--- src/hw/rtl/bcc_sqrt.sv ---
// ----------------------------------------------------------------------------
// bcc_sqrt
// Pipelined integer square root, one root bit per stage, with a side
// payload that travels alongside.
// ----------------------------------------------------------------------------
`default_nettype none

module bcc_sqrt #(
  parameter int RAD_W  = 64,
  parameter int SIDE_W = 1
) (
  input  logic                 clk,
  input  logic                 rst,
  input  logic                 en,
  input  logic                 in_vld,
  input  logic [RAD_W-1:0]     in_rad,
  input  logic [SIDE_W-1:0]    in_side,
  output logic                 out_vld,
  output logic [RAD_W/2-1:0]   out_root,
  output logic [SIDE_W-1:0]    out_side
);

  localparam int ROOT_W = RAD_W / 2;
  localparam int REM_W  = ROOT_W + 2;

  logic [ROOT_W:0]       vld;
  logic [RAD_W-1:0]      rad  [ROOT_W+1];
  logic [REM_W-1:0]      rem  [ROOT_W+1];
  logic [ROOT_W-1:0]     root [ROOT_W+1];
  logic [SIDE_W-1:0]     side [ROOT_W+1];

  logic [REM_W+1:0]      cur   [ROOT_W];
  logic [REM_W+1:0]      trial [ROOT_W];
  logic [REM_W+1:0]      diff  [ROOT_W];
  logic [ROOT_W-1:0]     take;

  // Try one root bit per stage
  always_comb begin
    for (int i = 0; i < ROOT_W; i++) begin
      cur[i]   = {rem[i], rad[i][RAD_W-1 -: 2]};
      trial[i] = {2'b00, root[i], 2'b01};
      take[i]  = cur[i] >= trial[i];
      diff[i]  = cur[i] - trial[i];
    end
  end

  // Advance valid bits
  always_ff @(posedge clk) begin
    if (rst) begin
      vld <= '0;
    end else if (en) begin
      vld <= {vld[ROOT_W-1:0], in_vld};
    end
  end

  // Advance payload
  always_ff @(posedge clk) begin
    if (en) begin
      rad[0]  <= in_rad;
      rem[0]  <= '0;
      root[0] <= '0;
      side[0] <= in_side;
      for (int i = 0; i < ROOT_W; i++) begin
        rad[i+1]  <= rad[i] << 2;
        rem[i+1]  <= take[i] ? diff[i][REM_W-1:0] : cur[i][REM_W-1:0];
        root[i+1] <= {root[i][ROOT_W-2:0], take[i]};
        side[i+1] <= side[i];
      end
    end
  end

  assign out_vld  = vld[ROOT_W];
  assign out_root = root[ROOT_W];
  assign out_side = side[ROOT_W];

endmodule

`default_nettype wire

--- config.mk ---
export PLATFORM = sky130hd
export DESIGN_NAME = bcc_sqrt
export DESIGN_NICKNAME = d
export VERILOG_FILES = /design/src/hw/rtl/bcc_sqrt.sv
export SDC_FILE = /design/constraint.sdc
export NUM_CORES = 2
export LEC_CHECK = 0
export BUFFER_PORTS_ARGS = -buffer_cell sky130_fd_sc_hd__buf_4
export CAP_MARGIN = 0
export CORE_MARGIN = 1.5
export CORE_UTILIZATION = 31
export DETAILED_ROUTE_END_ITERATION = 8
export MAX_ROUTING_LAYER = met4
export PLACE_DENSITY = 0.56
export SLEW_MARGIN = 40
export SYNTH_ARGS = -nofsm -noshare
export SYNTH_HDL_FRONTEND = slang
export SYNTH_MEMORY_MAX_BITS = 65536
export SYNTH_SLANG_ARGS = --single-unit
--- constraint.sdc ---
create_clock -name clk -period 3.3 [get_ports clk]
set_input_delay 0.66 -clock clk [delete_from_list [all_inputs] [get_ports clk]]
set_output_delay 0.66 -clock clk [all_outputs]
set_load 0.1 [all_outputs]
### Word level (Yosys, flattened, before mapping)

Memories as Yosys holds them, arrays and structs flattened.
Index checks and enable logic that the tools add are counted.

* memory bits (read-only): 0
* latch bits: 0
* flip-flop bits (word level): 33
* word-level logic and storage cells: 103
* memory bits (writable): 4323
* memories kept: 4
* output and inout port bits: 34
* input bits: 69

* shift operators: 0
* $add $sub $neg: 32
* order comparisons: 32
* bitwise gates (word level): 0
* equality and inequality tests: 0
* reduce and logical (&&, ||, !) cells: 0
* $mul: 0
* div/mod/pow operators: 0
* multiplexer cells: 34

Memories
* rad: depth 33, width 64, read ports 32, clocked after memory_dff 0, write ports 33, line 27 `logic [RAD_W-1:0] rad [ROOT_W+1];`
* rem: depth 33, width 34, read ports 32, clocked after memory_dff 0, write ports 33, line 28 `logic [REM_W-1:0] rem [ROOT_W+1];`
* root: depth 33, width 32, read ports 33, clocked after memory_dff 0, write ports 33, line 29 `logic [ROOT_W-1:0] root [ROOT_W+1];`
* side: depth 33, width 1, read ports 33, clocked after memory_dff 0, write ports 33, line 30 `logic [SIDE_W-1:0] side [ROOT_W+1];`

Operators with widths (count)
* $ge A36 B34 Y1: 32
* $mux W34: 32
* $sub A34 B34 Y34: 32
* $mux W1: 2

### Longest topological paths before layout

An unclocked memory read counts as a cell.

* word-level depth: 3
* gate-level depth with buffers: 15
* depth with buffers taken out: 13

### Worst setup path before layout

Ideal clock, no wire load.

* kind: reg2reg
* start point: memory rem[0][650] in the netlist's numbering
* end point: memory rem[0][713] in the netlist's numbering, data pin
* path buffers: 1
* arrival time: 3.063 ns
* data required time: 3.034 ns
* stages on the path, launching flop included: 13
* period minus slack after synthesis: 3.328 ns
* setup time: 0.266 ns
* path slack: -0.028 ns
* path through: edfxtp_1 -> ha_1 -> or4_1 -> o211ai_1 -> a21oi_2 -> a2111oi_4 -> o31a_1 -> o31ai_1 -> a31o_1 -> or4_4 -> buf_6 -> nor4_4 -> xor2_1

RTL lines (line)
* from (decl): 28

==> impl_metrics.py <==
metrics = {
    "outcome": {
        "status": "finished with violations",
        "violations": "DRC, setup timing",
    },
    "clock_tree": {
        "cts_max_level": 5,
        "path_clk_slew_ns": 0.06,
        "max-clock-path-buffers": 4,
        "cts_tree": "yes",
        "clockRootBuffer": "clkbuf_16",
        "clk_latency_ns": 0.93,
        "numCtsBuffers": 302,
        "cts_num_sinks": 2653,
    },
    "yosys": {
        "synth.avg_cell_area_sq_um": 13.2,
        "synth-async-reset-ratio_pct": 0,
        "synth-edff-count": 2620,
        "synth_cells": 9163,
        "ys_top_cells_by_count": "2620 x edfxtp_1, 701 x inv_1, 590 x nand2_1, 562 x ha_1, 552 x a21oi_1",
        "synth_seq_area_share_pct": 65.5,
        "synthFlopType": "edfxtp_1",
        "yosysMostFrequentCell": "edfxtp_1",
        "synth_top_area_share_pct": 65.0,
        "yosys_warnings": 0,
        "synth_area_sq_mm": 0.121,
        "synth_seq_cells": 2653,
        "synth_area_leader_cell": "edfxtp_1",
        "synthesis.nets": 9794,
        "ys_types": 99,
        "ys_top_cells_by_area": "edfxtp_1 65%, ha_1 5.8%, xnor2_1 3.2%",
    },
    "worst_hold_path": {
        "hold_path_class": "primary input to flip-flop",
    },
    "detailed_routing": {
        "drt_pre_antenna_iters": 8,
        "postRouteAntennaNets": 0,
        "via_per_inst": 4.73,
        "first_iter_violations": 4623,
        "wl_um": 258000,
        "drc": 5,
        "via_count": 73800,
        "wl_per_cell_um": 16.5,
    },
    "sta": {
        "maxSlewHeadroom_pct": 37.6,
        "tightest_slew_ns": 0.928,
        "setup_ws_ns": -0.0777,
        "rsz0062_at_grt": "true",
        "finalCritPeriodShare_pct": 102,
        "slew_violations": 0,
        "setup_viol": 24,
        "fmax_ghz": 0.296,
        "skew_ns": 0.0738,
        "hold_viol_final": 0,
        "finalCriticalPeriod_ns": 3.38,
    },
    "grt": {
        "grt_pass1_wl_um": 402000,
        "grt.overflow.total": 0,
        "grt_max_degree": 115,
        "grt_use_total_pct": 13.0,
        "grt_pass1_vias": 74300,
        "antenna_found_initial": 1,
    },
    "place": {
        "routabilityCongestion": 0.916,
        "placed_area_sq_mm": 0.133,
        "io_buffer_count": 102,
        "pre_cts_slack_ns": -0.577,
        "dp_hpwl_um": 184000,
        "dp_cells": 14900,
    },
    "cells_and_area": {
        "finalInstanceArea_sq_mm": 0.147,
        "drive_gt1_share_pct": 16.8,
        "finalNonFillerCells": 15600,
        "syn2layout_area_growth_pct": 21.1,
        "num-fill-cells": 36600,
        "fin_nets": 10800,
    },
    "power": {
        "p_per_area_mw_per_mm2": 662,
        "leakagePower_nw": 55.8,
        "finalPower_mw": 97.0,
        "vdd_drop_max_mv": 0.437,
    },
    "setup_path": {
        "crit_path_top_delay_cell": "or4_4",
        "worst_setup_path_start_kind": "flip-flop",
        "max_stage_delay_ns": 0.54,
        "path_common_cell": "or4_4",
        "path_class": "flip-flop to flip-flop",
        "worstPathRequired_ns": 3.92,
        "cp-end-kind": "flip-flop",
        "cp_max_fo": 5,
        "cp.arrival_ns": 4.00,
        "cp_cell_sequence": "ha_2, or4_4, o211ai_1, a21oi_2, a2111oi_4, o31a_1, o31ai_2, a31o_1, or4_4, nand2b_4, xnor2_1",
    },
    "floorplanning": {
        "die_w_um": 628,
        "die_area_sq_mm": 0.394,
        "start_util_pct": 31.1,
        "die_h_um": 628,
        "fp.coreArea_sq_mm": 0.389,
        "rows": 229,
        "pin_count": 103,
    },
    "flow_run": {
        "maxCapViolCount": 0,
    },
}
==> worst max-delay path, delay by kind of cell, from the launching register on <==
kind | cells | cell delay, ns
fa+ha+maj | 1 | 0.21
flops | 1 | 0.40
compound gates | 6 | 1.20
xor+xnor | 1 | 0.14
simple gates | 3 | 1.19
==> what timing repair did <==
item,4_1_cts,5_1_grt
resized for setup,108,366
endpoints found under the hold margin,66,0
setup endpoints to repair,235,570
setup buffers,18,83
pin swaps,29,99
hold buffers,66,0
cloned,2,3
==> final cells by class <==
class | count | area, sq um | area share, %
clock inverters | 182 | 1680 | 1.15
well taps | 5197 | 6500 | 4.44
inverters | 709 | 2670 | 1.82
multi-input cells | 5600 | 40300 | 27.5
flip-flops and latches | 2653 | 79300 | 54.1
repair buffers | 926 | 8160 | 5.57
diodes | 1 | 2.50 | 0.00171
clock buffers | 358 | 7880 | 5.38
==> path summary, 6_finish.rpt <==
kind                          from                     to  slack (ns)  cells past startpoint
max          rem[0][650]$_DFFE_PP_  rem[0][709]$_DFFE_PP_       -0.08                     11
min                            rst   vld[13]$_SDFFE_PP0P_        0.17                      2
max reg2reg  rem[0][650]$_DFFE_PP_  rem[0][709]$_DFFE_PP_       -0.08                     11
min reg2reg  rad[0][366]$_DFFE_PP_  rad[0][432]$_DFFE_PP_        0.36                      0
==> metrics by stage <==
stage	utilization [%]	setup TNS (ns)	hold WS (ns)
after CTS	37.1	-0.138	0.0595
final	37.7	-0.829	0.168
after detailed placement	34.3	-18.65	0.405
after floorplan	-	0	0.400
after global routing	37.7	-4.28	0.103
after global placement	34.3	-13.69	0.400
==> sequential cells by signal, summed over array words and instances, names as in the netlist <==
register  cells
side         33
rem        1003
rad        1056
root        528
vld          33
==> placed cells by master (no fill, tap or decap), drive strengths merged, types with 66 or more instances in the layout <==
| master | instances |
|---|---|
| nand2b | 123 |
| clkinv | 128 |
| nor3 | 214 |
| nand2 | 591 |
| nor4 | 114 |
| buf | 855 |
| ha | 562 |
| inv | 727 |
| a21o | 242 |
| xor2 | 405 |
| nor2b | 78 |
| nor2 | 547 |
| edfxtp | 2620 |
| o21ai | 475 |
| dlygate4sd3 | 66 |
| nand4 | 94 |
| clkbuf | 362 |
| nand3 | 146 |
| xnor2 | 436 |
| a21oi | 554 |
| or3 | 101 |
| o21a | 108 |
==> kinds of logic after synthesis <==
family	Yosys count	synth area share, %
other	1	0.00310
multiplexers	111	0.985
adder cells (fa/ha/maj)	562	5.81
flip-flops	2653	65.5
AND/OR/NAND/NOR	2293	9.45
buffers and inverters	910	2.96
XOR/XNOR	841	6.09
AO/OA/AOI/OAI	1792	9.17
==> report_power, final <==
group	internal, mW	switching (mW)	leakage, nW
Sequential	42.1	2.57	25.5
Combinational	8.98	10.8	25.7
Clock	18.9	13.6	4.65
==> per-layer routing <==
metal | part of all wire, % | global-route usage [%] | up-vias | wire length, um
li1 | - | - | 35900 | -
met1 | 43 | 15.8 | 35800 | 111000
met2 | 49 | 21.9 | 1557 | 126000
met3 | 4.3 | 2.07 | 578 | 11000
met4 | 3.6 | 4.50 | 0 | 9380
met5 | 0 | - | - | 0
(Power assumes the default switching activity.)
